File: src/design/aging_presence_table_top_assert.svh
// ----------------------------------------------------------------------------
// Assertion macros for the aging presence table
// Included by apt_engine to check its own control logic.
// ----------------------------------------------------------------------------
`ifndef AGING_PRESENCE_TABLE_TOP_ASSERT_SVH
`define AGING_PRESENCE_TABLE_TOP_ASSERT_SVH

// A condition that must hold at every clock edge outside reset.
`define APT_CHECK(label, cond) \
  label: assert property (@(posedge clk) disable iff (!rst_n) (cond)) \
    else $error("aging presence table: invariant violated");

// A trigger that must be followed by a condition in the next clock cycle.
`define APT_CHECK_NEXT(label, trig, cond) \
  label: assert property (@(posedge clk) disable iff (!rst_n) (trig) |=> (cond)) \
    else $error("aging presence table: sequence violated");

`endif

File: src/design/apt_pkg.sv
// ----------------------------------------------------------------------------
// apt_pkg
// Types, constants and score arithmetic for the aging presence table.
// ----------------------------------------------------------------------------
`default_nettype none

package apt_pkg;

  localparam int TABLE_DEPTH = 32;

  localparam int ID_W      = 15;
  localparam int SCORE_W   = 16;
  localparam int CFG_W     = 8;
  localparam int CFG_IDX_W = 8;
  localparam int KIND_W    = 3;
  localparam int LIVE_W    = 6;

  localparam int IDX_W = (TABLE_DEPTH > 1) ? $clog2(TABLE_DEPTH) : 1;
  localparam int CNT_W = $clog2(TABLE_DEPTH + 1);
  localparam int CMP_W = CNT_W + 1;

  // Register indexes of the configuration port.
  localparam logic [CFG_IDX_W-1:0] REG_SCORE_INC = CFG_IDX_W'(0);
  localparam logic [CFG_IDX_W-1:0] REG_SCORE_DEC = CFG_IDX_W'(1);

  localparam logic [CFG_W-1:0] SCORE_INC_RESET = CFG_W'(10);
  localparam logic [CFG_W-1:0] SCORE_DEC_RESET = CFG_W'(2);

  // Event codes reported with each result.
  localparam logic [KIND_W-1:0] EV_REFRESHED = KIND_W'(0);
  localparam logic [KIND_W-1:0] EV_ADDED     = KIND_W'(1);
  localparam logic [KIND_W-1:0] EV_FULL      = KIND_W'(2);
  localparam logic [KIND_W-1:0] EV_DELETED   = KIND_W'(3);
  localparam logic [KIND_W-1:0] EV_NONE      = KIND_W'(4);

  // Saturation bounds held two bits wider than a score.
  localparam logic signed [SCORE_W+1:0] SCORE_HI = (SCORE_W+2)'((2 ** (SCORE_W - 1)) - 1);
  localparam logic signed [SCORE_W+1:0] SCORE_LO = -(SCORE_W+2)'(2 ** (SCORE_W - 1));

  typedef struct packed {
    logic        [ID_W-1:0]    id;
    logic signed [SCORE_W-1:0] score;
  } entry_t;

  localparam int ENTRY_W = $bits(entry_t);

  typedef struct packed {
    logic [CFG_W-1:0] inc;
    logic [CFG_W-1:0] dec;
  } cfg_t;

  typedef struct packed {
    logic             we;
    logic [IDX_W-1:0] waddr;
    entry_t           wdata;
    logic [IDX_W-1:0] raddr;
  } mem_req_t;

  // Adds or subtracts an unsigned amount and clamps to the score range.
  function automatic logic signed [SCORE_W-1:0] score_step(
    input logic signed [SCORE_W-1:0] score,
    input logic        [CFG_W-1:0]   amount,
    input logic                      subtract
  );
    logic signed [SCORE_W+1:0] wide;
    logic signed [SCORE_W+1:0] delta;
    logic signed [SCORE_W+1:0] sum;
    wide  = $signed({{2{score[SCORE_W-1]}}, score});
    delta = $signed({{(SCORE_W + 2 - CFG_W){1'b0}}, amount});
    sum   = subtract ? (wide - delta) : (wide + delta);
    if (sum > SCORE_HI) begin
      return SCORE_HI[SCORE_W-1:0];
    end else if (sum < SCORE_LO) begin
      return SCORE_LO[SCORE_W-1:0];
    end
    return sum[SCORE_W-1:0];
  endfunction

endpackage

`default_nettype wire

File: src/design/apt_if.sv
// ----------------------------------------------------------------------------
// apt_if
// Valid/ready channels of the aging presence table.
// ----------------------------------------------------------------------------
`default_nettype none

interface apt_in_if;
  logic                     valid;
  logic                     ready;
  logic                     cmd;
  logic [apt_pkg::ID_W-1:0] object_id;

  modport source (output valid, output cmd, output object_id, input ready);
  modport sink   (input valid, input cmd, input object_id, output ready);
endinterface

interface apt_out_if;
  logic                       valid;
  logic                       ready;
  logic [apt_pkg::KIND_W-1:0] event_kind;
  logic [apt_pkg::ID_W-1:0]   event_id;
  logic [apt_pkg::LIVE_W-1:0] live_count;

  modport source (output valid, output event_kind, output event_id, output live_count,
                  input ready);
  modport sink   (input valid, input event_kind, input event_id, input live_count,
                  output ready);
endinterface

interface apt_cfg_if;
  logic                          valid;
  logic                          ready;
  logic [apt_pkg::CFG_IDX_W-1:0] index;
  logic [apt_pkg::CFG_W-1:0]     data;

  modport source (output valid, output index, output data, input ready);
  modport sink   (input valid, input index, input data, output ready);
endinterface

`default_nettype wire

File: src/design/apt_ram.sv
// ----------------------------------------------------------------------------
// apt_ram
// Simple dual-port RAM: one write port, one read port with registered data.
// ----------------------------------------------------------------------------
`default_nettype none

module apt_ram #(
  parameter int WIDTH = 8,
  parameter int DEPTH = 32
) (
  input  wire logic                                        clk,
  input  wire logic                                        we,
  input  wire logic [((DEPTH > 1) ? $clog2(DEPTH) : 1)-1:0] waddr,
  input  wire logic [WIDTH-1:0]                            wdata,
  input  wire logic [((DEPTH > 1) ? $clog2(DEPTH) : 1)-1:0] raddr,
  output logic      [WIDTH-1:0]                            rdata
);

  logic [WIDTH-1:0] mem [DEPTH];

  always_ff @(posedge clk) begin
    if (we) begin
      mem[waddr] <= wdata;
    end
    rdata <= mem[raddr];
  end

endmodule

`default_nettype wire

File: src/design/apt_engine.sv
// ----------------------------------------------------------------------------
// apt_engine
// Sequencer that scans, ages and compacts the entry memory, one entry a cycle.
// ----------------------------------------------------------------------------
`default_nettype none
`include "aging_presence_table_top_assert.svh"

module apt_engine (
  input  wire logic              clk,
  input  wire logic              rst_n,
  apt_in_if.sink                 in_ch,
  apt_out_if.source              out_ch,
  input  wire apt_pkg::cfg_t     cfg,
  output apt_pkg::mem_req_t      mem_req,
  input  wire apt_pkg::entry_t   rd_entry
);

  import apt_pkg::*;

  typedef enum logic [4:0] {
    ST_IDLE  = 5'b00001,
    ST_SCAN  = 5'b00010,
    ST_AGE   = 5'b00100,
    ST_SHIFT = 5'b01000,
    ST_DONE  = 5'b10000
  } state_t;

  state_t              state_r, state_nxt;
  logic [ID_W-1:0]     id_r, id_nxt;
  logic [IDX_W-1:0]    idx_r, idx_nxt;
  logic [CNT_W-1:0]    count_r, count_nxt;
  logic [KIND_W-1:0]   res_kind_r, res_kind_nxt;
  logic [ID_W-1:0]     res_id_r, res_id_nxt;
  logic                out_valid_r, out_valid_nxt;
  logic [KIND_W-1:0]   out_kind_r, out_kind_nxt;
  logic [ID_W-1:0]     out_id_r, out_id_nxt;
  logic [LIVE_W-1:0]   out_live_r, out_live_nxt;

  logic                more1;
  logic                more2;
  logic                full;
  logic signed [SCORE_W-1:0] aged_score;
  logic signed [SCORE_W-1:0] bumped_score;

  assign more1 = (CMP_W'(idx_r) + CMP_W'(1)) < CMP_W'(count_r);
  assign more2 = (CMP_W'(idx_r) + CMP_W'(2)) < CMP_W'(count_r);
  assign full  = (count_r == CNT_W'(TABLE_DEPTH));

  assign aged_score   = score_step(rd_entry.score, cfg.dec, 1'b1);
  assign bumped_score = score_step(rd_entry.score, cfg.inc, 1'b0);

  assign in_ch.ready       = (state_r == ST_IDLE);
  assign out_ch.valid      = out_valid_r;
  assign out_ch.event_kind = out_kind_r;
  assign out_ch.event_id   = out_id_r;
  assign out_ch.live_count = out_live_r;

  // A read meets a write to the same address only where the engine then goes to
  // ST_DONE and does not use the read data.
  always_comb begin
    state_nxt     = state_r;
    id_nxt        = id_r;
    idx_nxt       = idx_r;
    count_nxt     = count_r;
    res_kind_nxt  = res_kind_r;
    res_id_nxt    = res_id_r;
    out_valid_nxt = out_valid_r && !out_ch.ready;
    out_kind_nxt  = out_kind_r;
    out_id_nxt    = out_id_r;
    out_live_nxt  = out_live_r;
    mem_req       = '0;

    unique case (state_r)
      ST_IDLE: begin
        if (in_ch.valid) begin
          id_nxt  = in_ch.object_id;
          idx_nxt = '0;
          if (count_r == '0) begin
            if (in_ch.cmd) begin
              res_kind_nxt = EV_NONE;
              res_id_nxt   = '0;
            end else begin
              mem_req.we          = 1'b1;
              mem_req.waddr       = '0;
              mem_req.wdata.id    = in_ch.object_id;
              mem_req.wdata.score = $signed(SCORE_W'(cfg.inc));
              count_nxt           = CNT_W'(1);
              res_kind_nxt        = EV_ADDED;
              res_id_nxt          = in_ch.object_id;
            end
            state_nxt = ST_DONE;
          end else begin
            state_nxt = in_ch.cmd ? ST_AGE : ST_SCAN;
          end
        end
      end

      ST_SCAN: begin
        if (rd_entry.id == id_r) begin
          mem_req.we          = 1'b1;
          mem_req.waddr       = idx_r;
          mem_req.wdata.id    = rd_entry.id;
          mem_req.wdata.score = bumped_score;
          res_kind_nxt        = EV_REFRESHED;
          res_id_nxt          = id_r;
          state_nxt           = ST_DONE;
        end else if (more1) begin
          mem_req.raddr = idx_r + IDX_W'(1);
          idx_nxt       = idx_r + IDX_W'(1);
        end else if (full) begin
          res_kind_nxt = EV_FULL;
          res_id_nxt   = '0;
          state_nxt    = ST_DONE;
        end else begin
          mem_req.we          = 1'b1;
          mem_req.waddr       = count_r[IDX_W-1:0];
          mem_req.wdata.id    = id_r;
          mem_req.wdata.score = $signed(SCORE_W'(cfg.inc));
          count_nxt           = count_r + CNT_W'(1);
          res_kind_nxt        = EV_ADDED;
          res_id_nxt          = id_r;
          state_nxt           = ST_DONE;
        end
      end

      ST_AGE: begin
        if (aged_score[SCORE_W-1] || (aged_score == '0)) begin
          // First expired entry: report it and close the gap behind it.
          res_kind_nxt = EV_DELETED;
          res_id_nxt   = rd_entry.id;
          if (more1) begin
            mem_req.raddr = idx_r + IDX_W'(1);
            state_nxt     = ST_SHIFT;
          end else begin
            count_nxt = count_r - CNT_W'(1);
            state_nxt = ST_DONE;
          end
        end else begin
          mem_req.we          = 1'b1;
          mem_req.waddr       = idx_r;
          mem_req.wdata.id    = rd_entry.id;
          mem_req.wdata.score = aged_score;
          if (more1) begin
            mem_req.raddr = idx_r + IDX_W'(1);
            idx_nxt       = idx_r + IDX_W'(1);
          end else begin
            res_kind_nxt = EV_NONE;
            res_id_nxt   = '0;
            state_nxt    = ST_DONE;
          end
        end
      end

      ST_SHIFT: begin
        mem_req.we    = 1'b1;
        mem_req.waddr = idx_r;
        mem_req.wdata = rd_entry;
        if (more2) begin
          mem_req.raddr = idx_r + IDX_W'(2);
          idx_nxt       = idx_r + IDX_W'(1);
        end else begin
          count_nxt = count_r - CNT_W'(1);
          state_nxt = ST_DONE;
        end
      end

      ST_DONE: begin
        if (!out_valid_r || out_ch.ready) begin
          out_valid_nxt = 1'b1;
          out_kind_nxt  = res_kind_r;
          out_id_nxt    = res_id_r;
          out_live_nxt  = LIVE_W'(count_r);
          state_nxt     = ST_IDLE;
        end
      end

      default: begin
        state_nxt = ST_IDLE;
      end
    endcase
  end

  always_ff @(posedge clk) begin
    if (!rst_n) begin
      state_r     <= ST_IDLE;
      count_r     <= '0;
      out_valid_r <= 1'b0;
    end else begin
      state_r     <= state_nxt;
      count_r     <= count_nxt;
      out_valid_r <= out_valid_nxt;
    end
  end

  always_ff @(posedge clk) begin
    id_r       <= id_nxt;
    idx_r      <= idx_nxt;
    res_kind_r <= res_kind_nxt;
    res_id_r   <= res_id_nxt;
    out_kind_r <= out_kind_nxt;
    out_id_r   <= out_id_nxt;
    out_live_r <= out_live_nxt;
  end

  `APT_CHECK(a_count_bound, count_r <= CNT_W'(TABLE_DEPTH))
  `APT_CHECK_NEXT(a_accept_leaves_idle, in_ch.valid && in_ch.ready, state_r != ST_IDLE)
  `APT_CHECK(a_no_write_when_done, (state_r == ST_DONE) |-> !mem_req.we)
  `APT_CHECK_NEXT(a_result_loaded, (state_r == ST_DONE) && (!out_valid_r || out_ch.ready),
                  out_valid_r && (state_r == ST_IDLE))

endmodule

`default_nettype wire

File: src/design/aging_presence_table_top.sv
// ----------------------------------------------------------------------------
// aging_presence_table_top
// Table of object ids with saturating liveness scores, aged once per round.
//
// A seen transfer (cmd 0) refreshes or appends its id; an end of round
// transfer (cmd 1) ages the scores in order and removes the first entry that
// drops to zero or below, moving the later entries up. Each input transfer
// gives exactly one result transfer. An empty table is handled without a
// scan; otherwise the entries (at most TABLE_DEPTH = 32 live ones) are visited
// one a cycle through the single read port of the entry memory. A result
// waits in an output register, so the next item is taken while it is still
// unread; that item's result then waits in the engine until the first is
// taken. Configuration writes are applied at once and are meant for idle
// periods.
// ----------------------------------------------------------------------------
`default_nettype none

module aging_presence_table_top (
  input  wire logic clk,
  input  wire logic rst_n,
  apt_in_if.sink    in_ch,
  apt_out_if.source out_ch,
  apt_cfg_if.sink   cfg_ch
);

  import apt_pkg::*;

  logic [CFG_W-1:0] score_inc_r;
  logic [CFG_W-1:0] score_dec_r;
  cfg_t             cfg;
  mem_req_t         mem_req;
  logic [ENTRY_W-1:0] rd_word;

  assign cfg_ch.ready = 1'b1;
  assign cfg.inc      = score_inc_r;
  assign cfg.dec      = score_dec_r;

  // Writes to an index outside the register list are dropped.
  always_ff @(posedge clk) begin
    if (!rst_n) begin
      score_inc_r <= SCORE_INC_RESET;
      score_dec_r <= SCORE_DEC_RESET;
    end else if (cfg_ch.valid) begin
      if (cfg_ch.index == REG_SCORE_INC) begin
        score_inc_r <= cfg_ch.data;
      end else if (cfg_ch.index == REG_SCORE_DEC) begin
        score_dec_r <= cfg_ch.data;
      end
    end
  end

  apt_engine u_engine (
    .clk      (clk),
    .rst_n    (rst_n),
    .in_ch    (in_ch),
    .out_ch   (out_ch),
    .cfg      (cfg),
    .mem_req  (mem_req),
    .rd_entry (entry_t'(rd_word))
  );

  apt_ram #(
    .WIDTH (ENTRY_W),
    .DEPTH (TABLE_DEPTH)
  ) u_entry_ram (
    .clk   (clk),
    .we    (mem_req.we),
    .waddr (mem_req.waddr),
    .wdata (mem_req.wdata),
    .raddr (mem_req.raddr),
    .rdata (rd_word)
  );

endmodule

`default_nettype wire
File: src/flat_wrapper.sv
// flat-port wrapper written by rule: the top's interface ports become plain ports
module aging_presence_table_top_flat import apt_pkg::*;
  (clk, rst_n, in_ch_valid, in_ch_cmd, in_ch_object_id, in_ch_ready, out_ch_valid, out_ch_event_kind, out_ch_event_id, out_ch_live_count, out_ch_ready, cfg_ch_valid, cfg_ch_index, cfg_ch_data, cfg_ch_ready);
  apt_in_if in_ch_i ();
  apt_out_if out_ch_i ();
  apt_cfg_if cfg_ch_i ();
  input  wire logic clk;
  input  wire logic rst_n;
  input wire logic [$bits(in_ch_i.valid)-1:0] in_ch_valid;
  input wire logic [$bits(in_ch_i.cmd)-1:0] in_ch_cmd;
  input wire logic [$bits(in_ch_i.object_id)-1:0] in_ch_object_id;
  output wire logic [$bits(in_ch_i.ready)-1:0] in_ch_ready;
  output wire logic [$bits(out_ch_i.valid)-1:0] out_ch_valid;
  output wire logic [$bits(out_ch_i.event_kind)-1:0] out_ch_event_kind;
  output wire logic [$bits(out_ch_i.event_id)-1:0] out_ch_event_id;
  output wire logic [$bits(out_ch_i.live_count)-1:0] out_ch_live_count;
  input wire logic [$bits(out_ch_i.ready)-1:0] out_ch_ready;
  input wire logic [$bits(cfg_ch_i.valid)-1:0] cfg_ch_valid;
  input wire logic [$bits(cfg_ch_i.index)-1:0] cfg_ch_index;
  input wire logic [$bits(cfg_ch_i.data)-1:0] cfg_ch_data;
  output wire logic [$bits(cfg_ch_i.ready)-1:0] cfg_ch_ready;
  assign in_ch_i.valid = in_ch_valid;
  assign in_ch_i.cmd = in_ch_cmd;
  assign in_ch_i.object_id = in_ch_object_id;
  assign in_ch_ready = in_ch_i.ready;
  assign out_ch_valid = out_ch_i.valid;
  assign out_ch_event_kind = out_ch_i.event_kind;
  assign out_ch_event_id = out_ch_i.event_id;
  assign out_ch_live_count = out_ch_i.live_count;
  assign out_ch_i.ready = out_ch_ready;
  assign cfg_ch_i.valid = cfg_ch_valid;
  assign cfg_ch_i.index = cfg_ch_index;
  assign cfg_ch_i.data = cfg_ch_data;
  assign cfg_ch_ready = cfg_ch_i.ready;
  aging_presence_table_top u_core (.clk(clk), .rst_n(rst_n), .in_ch(in_ch_i), .out_ch(out_ch_i), .cfg_ch(cfg_ch_i));
endmodule
File: config.mk
export PLATFORM = sky130hd
export DESIGN_NAME = aging_presence_table_top_flat
export DESIGN_NICKNAME = d
export VERILOG_FILES = /design/src/design/apt_pkg.sv /design/src/design/apt_if.sv /design/src/design/apt_ram.sv /design/src/design/apt_engine.sv /design/src/design/aging_presence_table_top.sv /design/src/flat_wrapper.sv
export VERILOG_INCLUDE_DIRS = /design/src /design/src/design
export SDC_FILE = /design/constraint.sdc
export NUM_CORES = 2
export LEC_CHECK = 0
export BUFFER_PORTS_ARGS = -buffer_cell sky130_fd_sc_hd__buf_2
export CAP_MARGIN = 20
export CELL_PAD_IN_SITES_DETAIL_PLACEMENT = 1
export CELL_PAD_IN_SITES_GLOBAL_PLACEMENT = 2
export CORE_MARGIN = 5
export CORE_UTILIZATION = 42
export CTS_CLUSTER_DIAMETER = 30
export DETAILED_ROUTE_END_ITERATION = 12
export GPL_ROUTABILITY_DRIVEN = 0
export PLACE_DENSITY = 0.81
export SLEW_MARGIN = 40
export SYNTH_ARGS = -nofsm -noshare
export SYNTH_HDL_FRONTEND = slang
export SYNTH_SLANG_ARGS = --single-unit
File: constraint.sdc
create_clock -name clk -period 6.1 [get_ports clk]
set_clock_uncertainty 0.05 [all_clocks]
set_input_delay 0.61 -clock clk [delete_from_list [all_inputs] [get_ports clk]]
set_output_delay 0.61 -clock clk [all_outputs]
set_load 0.03 [all_outputs]
# After elaboration in Yosys (flattened, before gate mapping)
# Memory sizes are Yosys's and may differ from the RTL's. A register that Yosys moved wholly into a read port is not among the register bits.
# Index checks and enable logic that the tools add are counted.
[classes] n_addsub=8 n_mul=0 n_div=0 n_lt_le_gt_ge=6 eq_ne=22 shifts=0 muxes=70 bitwise_logic=1 reduce_logical=18
[ops] operator="2-to-1 mux 37 bit" n=7
[ops] operator="one-hot mux 37 bit (4 select lines)" n=1
[ops] operator="2-to-1 mux 15 bit" n=8
[ops] operator="2-to-1 mux 16 bit" n=6
[ops] operator="2-to-1 mux 5 bit" n=16
[ops] operator="2-to-1 mux 6 bit" n=9
[ops] operator="one-hot mux 15 bit (3 select lines)" n=1
[ops] operator="> comparator 17 x 16 -> 1 bit, second input constant" n=2
[ops] operator="< comparator 17 x 16 -> 1 bit, second input constant" n=2
[ops] operator="one-hot mux 5 bit (5 select lines)" n=1
[ops] operator="2-to-1 mux 3 bit" n=8
[ops] operator="one-hot mux 6 bit (4 select lines)" n=1
[ops] operator="!= test 2 bit, second input constant" n=11
[ops] operator="one-hot mux 5 bit (4 select lines)" n=1
[ops] operator="adder 16 x 9 -> 17 bit" n=1
[ops] operator="subtractor 16 x 9 -> 17 bit" n=1
[ops] operator="zero test 16 bit" n=1
[ops] operator="== test 15 bit" n=1
[ops] operator="one-hot mux 5 bit (3 select lines)" n=1
[ops] operator="AND reduction 10 bit" n=1
[ops] operator="AND reduction 5 bit" n=2
[ops] operator="one-hot mux 3 bit (3 select lines)" n=1
[ops] operator="== test 8 x 1 -> 1 bit, second input constant" n=1
[ops] operator="zero test 8 bit" n=1
[ops] operator="other kinds (27)" n=40
[word_totals] register_bits=90 latchBits=0 mem_bits_rw=992 mem_bits_ro=0 inputBits=37 output_inout_bits=27 word_cells=138 n_memories=1
[mem_list] name="u_core.u_entry_ram.mem" words=32 width=31 read_ports=1 rd_ports_with_merged_regs=1 write_ports=1 line="apt_ram.sv:19" rtl="logic [WIDTH-1:0] mem [DEPTH];"

# Longest topological paths before layout
[logic_depth] word_depth=11 depth_mapped=20 ltp_nobuf=14

# Hierarchy
# From an unflattened synthesis, not the netlist that was laid out.
[unflattened] cells_unflattened=2884 area_unflattened_um2=45623.8
[modules_own_cells] mod="apt_ram" instances=1 cells_each=2192 area_per_inst_um2=39163.8 seq_area_each_um2=30409.2
[modules_own_cells] mod="apt_engine" instances=1 cells_each=623 area_per_inst_um2=5778.0 seq_area_each_um2=2102.0
[modules_own_cells] mod="aging_presence_table_top" instances=1 cells_each=69 area_per_inst_um2=681.9 seq_area_each_um2=320.3

# Least setup slack after synthesis
# Ideal clock, no wire load.
[synth_timing] path_kind="register -> register" from="register u_core.u_entry_ram.rdata[0], read port of u_core.u_entry_ram.mem" to="memory u_core.u_entry_ram.mem[20][0] (netlist bit) (enable)" setup_time_ps=498 arrival_ps=5827 required_ps=5552 path_slack_ps=-274 stages_incl_launch_ff=15 n_path_buf=1 period_less_slack_ps=6374 path_cell_list="dfxtp_1 inv_1 ha_1 fa_1 nor2b_1 o31a_1 o311ai_2 a21oi_1 nand4b_2 and3_1 a21oi_1 buf_2 or3_1 nand3_1 nor4_1"
[synth_between] elab_chain_cells=11 elab_cells_between_ends=13 classes_between="1 x add/sub; 2 x order compare; 8 x mux; 2 x reduce/logical"
[synth_lines] element="from (decl)" line="apt_ram.sv:16" rtl="output logic [WIDTH-1:0] rdata"
[synth_lines] element="subtractor 16 x 9 -> 17 bit *" line="apt_pkg.sv:70" rtl="sum = subtract ? (wide - delta) : (wide + delta);"
[synth_lines] element="< comparator 17 x 16 -> 1 bit" line="apt_pkg.sv:73" rtl="end else if (sum < SCORE_LO) begin"
[synth_lines] element="2-to-1 mux 1 bit" line="apt_pkg.sv:73"
[synth_lines] element="2-to-1 mux 1 bit" line="apt_pkg.sv:71" rtl="if (sum > SCORE_HI) begin"
[synth_lines] element="2-to-1 mux 16 bit *" line="apt_pkg.sv:76" rtl="return sum[SCORE_W-1:0];"
[synth_lines] element="zero test 16 bit" line="apt_engine.sv:127" rtl="if (aged_score[SCORE_W-1] || (aged_score == '0)) begin"
[synth_lines] element="logical OR 1 bit *" line="apt_engine.sv:127"
[synth_lines] element="2-to-1 mux 37 bit *" line="apt_engine.sv:127"
[synth_lines] element="one-hot mux 37 bit (4 select lines) *" line="apt_engine.sv:73" rtl="unique case (state_r)"
[synth_lines] element="2-to-1 mux 1 bit" line="apt_ram.sv:22" rtl="if (we) begin"
[synth_lines] element="2-to-1 mux 1 bit (not written as such)" line="apt_ram.sv:23" rtl="mem[waddr] <= wdata;"
[synth_lines] element="to (decl)" line="apt_ram.sv:19"
# Every way passes the cells marked *; elsewhere a longest branch is shown, timed or not.

# Worst setup path after layout
[layout_timing] from="register u_core.u_engine.idx_r[3]" to="register u_core.u_entry_ram.rdata[29], read port of u_core.u_entry_ram.mem"
[layout_between] elab_chain_cells=5 elab_cells_between_ends=10 classes_between="4 x add/sub; 2 x order compare; 4 x mux"
[layout_lines] element="from (decl)" line="apt_engine.sv:30" rtl="logic [IDX_W-1:0] idx_r, idx_nxt;"
[layout_lines] element="from (signal assigned)" line="apt_engine.sv:197" rtl="idx_r <= idx_nxt;"
[layout_lines] element="adder 5 x 1 -> 6 bit" line="apt_engine.sv:45" rtl="assign more1 = (CMP_W'(idx_r) + CMP_W'(1)) < CMP_W'(count_r);"
[layout_lines] element="< comparator 7 x 6 -> 1 bit" line="apt_engine.sv:45"
[layout_lines] element="2-to-1 mux 5 bit" line="apt_engine.sv:107, apt_engine.sv:131, apt_engine.sv:143"
[layout_lines] element="2-to-1 mux 5 bit" line="apt_engine.sv:99" rtl="if (rd_entry.id == id_r) begin"
[layout_lines] element="one-hot mux 5 bit (3 select lines) *" line="apt_engine.sv:73"
# Marks and branches as above.
# A chain may end at the register's enable or synchronous reset.

==> metrics.log <==
INFO  metric cts_repair_resize_count = 0
INFO  metric min_from = in_ch_object_id[10]
INFO  metric path_class = register to register
INFO  metric netlist.top_cell.by_area = sky130_fd_sc_hd__edfxtp_1
INFO  metric total_number_of_vias = ~30k
INFO  metric final_cell_mix = 1,054 x sky130_fd_sc_hd__edfxtp_1, 240 x sky130_fd_sc_hd__nand2_1, 217 x sky130_fd_sc_hd__clkbuf_16
INFO  metric unrepaired_setup_endpoints_after_global_routing = no
INFO  metric crit_start = u_core.u_engine.idx_r[3]
INFO  metric path_common_cell = sky130_fd_sc_hd__nand3_1
INFO  metric seq_area_frac_synth = a little under three quarters
INFO  metric cts_inserted_buffers = between 200 and 250
INFO  metric cts-root-buf = sky130_fd_sc_hd__clkbuf_16
INFO  metric ys_seq_elements = 1,113
INFO  metric maxCapViolations = 0
INFO  metric clkTransAtPathRegs = ~50 ps
INFO  metric final_core_utilization = between 50% and 60%
INFO  metric antenna_left = 0
INFO  metric first_pass_grt_wire_length = between 200 and 250 mm
INFO  metric first_global_vias = about 32k
INFO  metric critPathRequiredTime = 6650 ps
INFO  metric core.rowCount = ~120
INFO  metric run_status = finished, final reports clean
INFO  metric syn-cell-area = around 0.046 mm²
INFO  metric max_freq = between 150 and 200 MHz
INFO  metric layout_worst_path_cycle_share = 92.6%
INFO  metric crit_family = simple AND/OR/NAND/NOR gates
INFO  metric synthCells = 3,142
INFO  metric avgViaCountPerCell = 6.14
INFO  metric postSynthNetCount = approximately 3.2k
INFO  metric die_width = about 340 µm
INFO  metric clk_latency = 810 ps
INFO  metric final_report_max_slew_violation_count = 0
INFO  metric detailedPlacementHpwl = between 80 and 90 mm
INFO  metric cts_sinks = 1,113
INFO  metric number_of_synthesized_flops_with_an_enable_pin = between 1k and 1.5k
INFO  metric grt.overflow.total = 0
INFO  metric number_of_i_o_pins = 64
INFO  metric most_common_cell_after_layout_fill_and_taps_aside = sky130_fd_sc_hd__edfxtp_1
INFO  metric synthTopCellsByArea = sky130_fd_sc_hd__edfxtp_1 69%, sky130_fd_sc_hd__mux2i_1 3.3%, sky130_fd_sc_hd__a211oi_1 3.2%
INFO  metric timing_worst_slew_pin_value = slightly below 1000 ps
INFO  metric grt_use_total = 24.7%
INFO  metric synth_warnings = 0
INFO  metric routed_wirelength = approximately 150 mm
INFO  metric cts.path.max_buffers = 3
INFO  metric tritoncts_clock_tree = done
INFO  metric antenna_found_initial = 4
INFO  metric io_buffer_count = 62
INFO  metric first_pass_drt_iterations = 7
INFO  metric max-slew-margin-rel = about 35%
INFO  metric drive_above_1_share = 20.7%
INFO  metric final-hold-violation-count = 0
INFO  metric area_growth = 22.7%
INFO  metric core_region_area = 0.109 mm²
INFO  metric worstPathBufferInverterCount = 2
INFO  metric die-area = about 0.12 mm²
INFO  metric synth.top_cell.area_share = 68.8%
INFO  metric placed_cells_incl_taps = between 4k and 5k
INFO  metric syn-mean-instance-area = between 10 and 15 µm²
INFO  metric die_y = 341 µm
INFO  metric critical_path.cell_chain = nand3_1 > xor2_1 > inv_1 > ha_1 > nand3_1 > nand2_1 > a41oi_1 > and2_1 > nand2_2 > nand2_4 > buf_4 > a211oi_1 > o21ai_0 > o2111ai_1 > nor3_1
INFO  metric r2r-start = u_core.u_engine.idx_r[3]
INFO  metric setup-violations-final = 0
INFO  metric critPathMaxFanout = between 50 and 60
INFO  metric start_kind = register
INFO  metric worst_ep_arrival_time = between 6000 and 7000 ps
INFO  metric synth_cell_type_count = 80
INFO  metric initial_utilization = a little over two fifths
INFO  metric finalNetCount = 3,419
INFO  metric critical_path.endpoint_type = register
INFO  metric post_cts.repair.setup_buffers = 0
INFO  metric ctsHtreeMaxLevel = 4
INFO  metric min_path_type = primary input to register
INFO  metric wl_per_cell = 29.7 µm
INFO  metric max_stage_delay = approximately 820 ps
INFO  metric grt_start_max_net_pins = 136
INFO  metric critPathSlowestCell = sky130_fd_sc_hd__nor3_1
INFO  metric async_flop_share = 0%
INFO  metric synthFlopType = sky130_fd_sc_hd__edfxtp_1
INFO  metric fin_cells = ~5k
INFO  metric drt_first_iter_violations = between 3k and 4k
INFO  metric leakagePower = approximately 21 nW
INFO  metric final_period_minus_worst_setup_slack = between 5000 and 6000 ps
INFO  metric power_per_cell_area = about 380 mW/mm²
INFO  metric drc_viols = 0
INFO  metric vdd.ir_drop.worst = between 0.2 and 0.3 mV
synthesized netlist by cell type, types with 5 or more instances:
| master | number |
|---|---|
| sky130_fd_sc_hd__edfxtp_1 | 1054 |
| sky130_fd_sc_hd__nand2_1 | 242 |
| sky130_fd_sc_hd__and3_1 | 195 |
| sky130_fd_sc_hd__a211oi_1 | 194 |
| sky130_fd_sc_hd__nor2_1 | 153 |
| sky130_fd_sc_hd__mux2i_1 | 150 |
| sky130_fd_sc_hd__clkbuf_1 | 110 |
| sky130_fd_sc_hd__o21ai_0 | 108 |
| sky130_fd_sc_hd__nand3_1 | 76 |
| sky130_fd_sc_hd__buf_2 | 68 |
| sky130_fd_sc_hd__inv_1 | 62 |
| sky130_fd_sc_hd__dfxtp_1 | 59 |
| sky130_fd_sc_hd__mux2_2 | 55 |
| sky130_fd_sc_hd__a21oi_1 | 52 |
| sky130_fd_sc_hd__a222oi_1 | 49 |
| sky130_fd_sc_hd__o211ai_1 | 46 |
| sky130_fd_sc_hd__ha_1 | 32 |
| sky130_fd_sc_hd__a31oi_1 | 30 |
| sky130_fd_sc_hd__a32oi_1 | 29 |
| sky130_fd_sc_hd__nor2b_1 | 28 |
| sky130_fd_sc_hd__buf_4 | 24 |
| sky130_fd_sc_hd__o221a_2 | 24 |
| sky130_fd_sc_hd__nor3_1 | 19 |
| sky130_fd_sc_hd__xnor2_1 | 19 |
| sky130_fd_sc_hd__xor2_1 | 19 |
| sky130_fd_sc_hd__nor4_1 | 17 |
| sky130_fd_sc_hd__a31o_2 | 16 |
| sky130_fd_sc_hd__a21o_1 | 15 |
| sky130_fd_sc_hd__o2111ai_1 | 15 |
| sky130_fd_sc_hd__and2_1 | 14 |
| sky130_fd_sc_hd__a32o_1 | 12 |
| sky130_fd_sc_hd__nand3b_1 | 10 |
| sky130_fd_sc_hd__or3_1 | 10 |
| sky130_fd_sc_hd__buf_1 | 9 |
| sky130_fd_sc_hd__a2111oi_1 | 8 |
| sky130_fd_sc_hd__a22o_1 | 8 |
| sky130_fd_sc_hd__nand2b_1 | 7 |
| sky130_fd_sc_hd__o2111a_1 | 7 |
| sky130_fd_sc_hd__o21a_1 | 7 |
| sky130_fd_sc_hd__a22oi_1 | 6 |
| sky130_fd_sc_hd__o22ai_1 | 6 |
| sky130_fd_sc_hd__buf_6 | 5 |
| sky130_fd_sc_hd__nor3b_1 | 5 |
report_power, final:
part	switching, W	total (W)	internal, W
clock	0.00419	0.0124	0.00818
combinational	0.000313	0.000439	0.000126
sequential	0.0000502	0.00843	0.00838
total	0.00455	0.0212	0.0167
flip-flops by register name (all words and copies together) (netlist names):
signal,cells
u_core.u_engine.out_ch.event_kind,3
u_core.u_engine.out_ch.live_count,6
u_core.u_engine.idx_r,5
u_core.u_engine.state_r,5
u_core.u_engine.out_ch.event_id,15
u_core.u_engine.out_ch.valid,1
u_core.u_engine.id_r,15
u_core.score_inc_r,8
u_core.u_entry_ram.rdata,31
u_core.u_entry_ram.mem,992
u_core.u_engine.count_r,6
u_core.u_engine.res_kind_r,3
u_core.score_dec_r,8
u_core.u_engine.res_id_r,15
through the flow:
stage	power, W	setup TNS, ps	setup slack (ps)	hold WS (ps)	area [µm²]
after floorplan	0.00877	0	1020	350	46100
after global placement	0.00897	-233	-233	357	48500
after detailed placement	0.00899	0	602	357	48700
after CTS	0.0213	0	606	12.2	56400
after global routing	0.0218	0	318	37.8	56500
final	0.0212	0	452	48.2	56500
worst register-to-register path, stage by stage (launching register included):
cell and delay (ps):
sky130_fd_sc_hd__edfxtp_1 530, sky130_fd_sc_hd__nand3_1 140, sky130_fd_sc_hd__xor2_1 300, sky130_fd_sc_hd__inv_1 130
sky130_fd_sc_hd__ha_1 330, sky130_fd_sc_hd__nand3_1 100, sky130_fd_sc_hd__nand2_1 60, sky130_fd_sc_hd__a41oi_1 260
sky130_fd_sc_hd__and2_1 380, sky130_fd_sc_hd__nand2_2 500, sky130_fd_sc_hd__nand2_4 370, sky130_fd_sc_hd__buf_4 600
sky130_fd_sc_hd__a211oi_1 290, sky130_fd_sc_hd__o21ai_0 300, sky130_fd_sc_hd__o2111ai_1 310, sky130_fd_sc_hd__nor3_1 820
cell type report:
class	count	area (µm²)
Fill cell	10200	52400
Sequential cell	1113	32800
Multi-Input combinational cell	1750	12500
Clock buffer	256	5610
Clock inverter	153	2070
Tap cell	1414	1770
Timing Repair Buffer	204	1530
Inverter	62	233
Antenna cell	1	2.50
path summary, 6_finish.rpt:
path | slack, ps | cells after the start | end
max | 450 | 15 | u_core.u_entry_ram.rdata[29]
min | 50 | 1 | u_core.u_engine.id_r[10]
max reg2reg | 450 | 15 | u_core.u_entry_ram.rdata[29]
min reg2reg | 370 | 0 | u_core.u_engine.out_ch.event_id[3]
per-layer routing:
layer / vias up / GRT usage [%] / wire, µm
met5: - / 0 / 25
met4: 4 / 10.2 / 5780
met3: 306 / 5.30 / 11100
met2: 1453 / 41.8 / 72600
met1: 15800 / 31.1 / 57700
li1: 12900 / - / -
cell families after synthesis:
| family | after synthesis | synth area share (%) |
|---|---|---|
| xor gates and xnor gates | 38 | 0.723 |
| buffers and inverters | 279 | 2.74 |
| DFF | 1113 | 71.3 |
| and+or+nand+nor | 796 | 8.60 |
| other | 1 | 0.00815 |
| muxes | 205 | 4.61 |
| adders and majority gates | 35 | 1.00 |
| AOI/OAI and AO/OA | 675 | 11.0 |
what timing repair did:
action | in CTS | in global routing
setup endpoints to repair | 0 | 0
hold buffers | 8 | 0
hold endpoints to repair | 8 | 0
(Power assumes the default switching activity.)
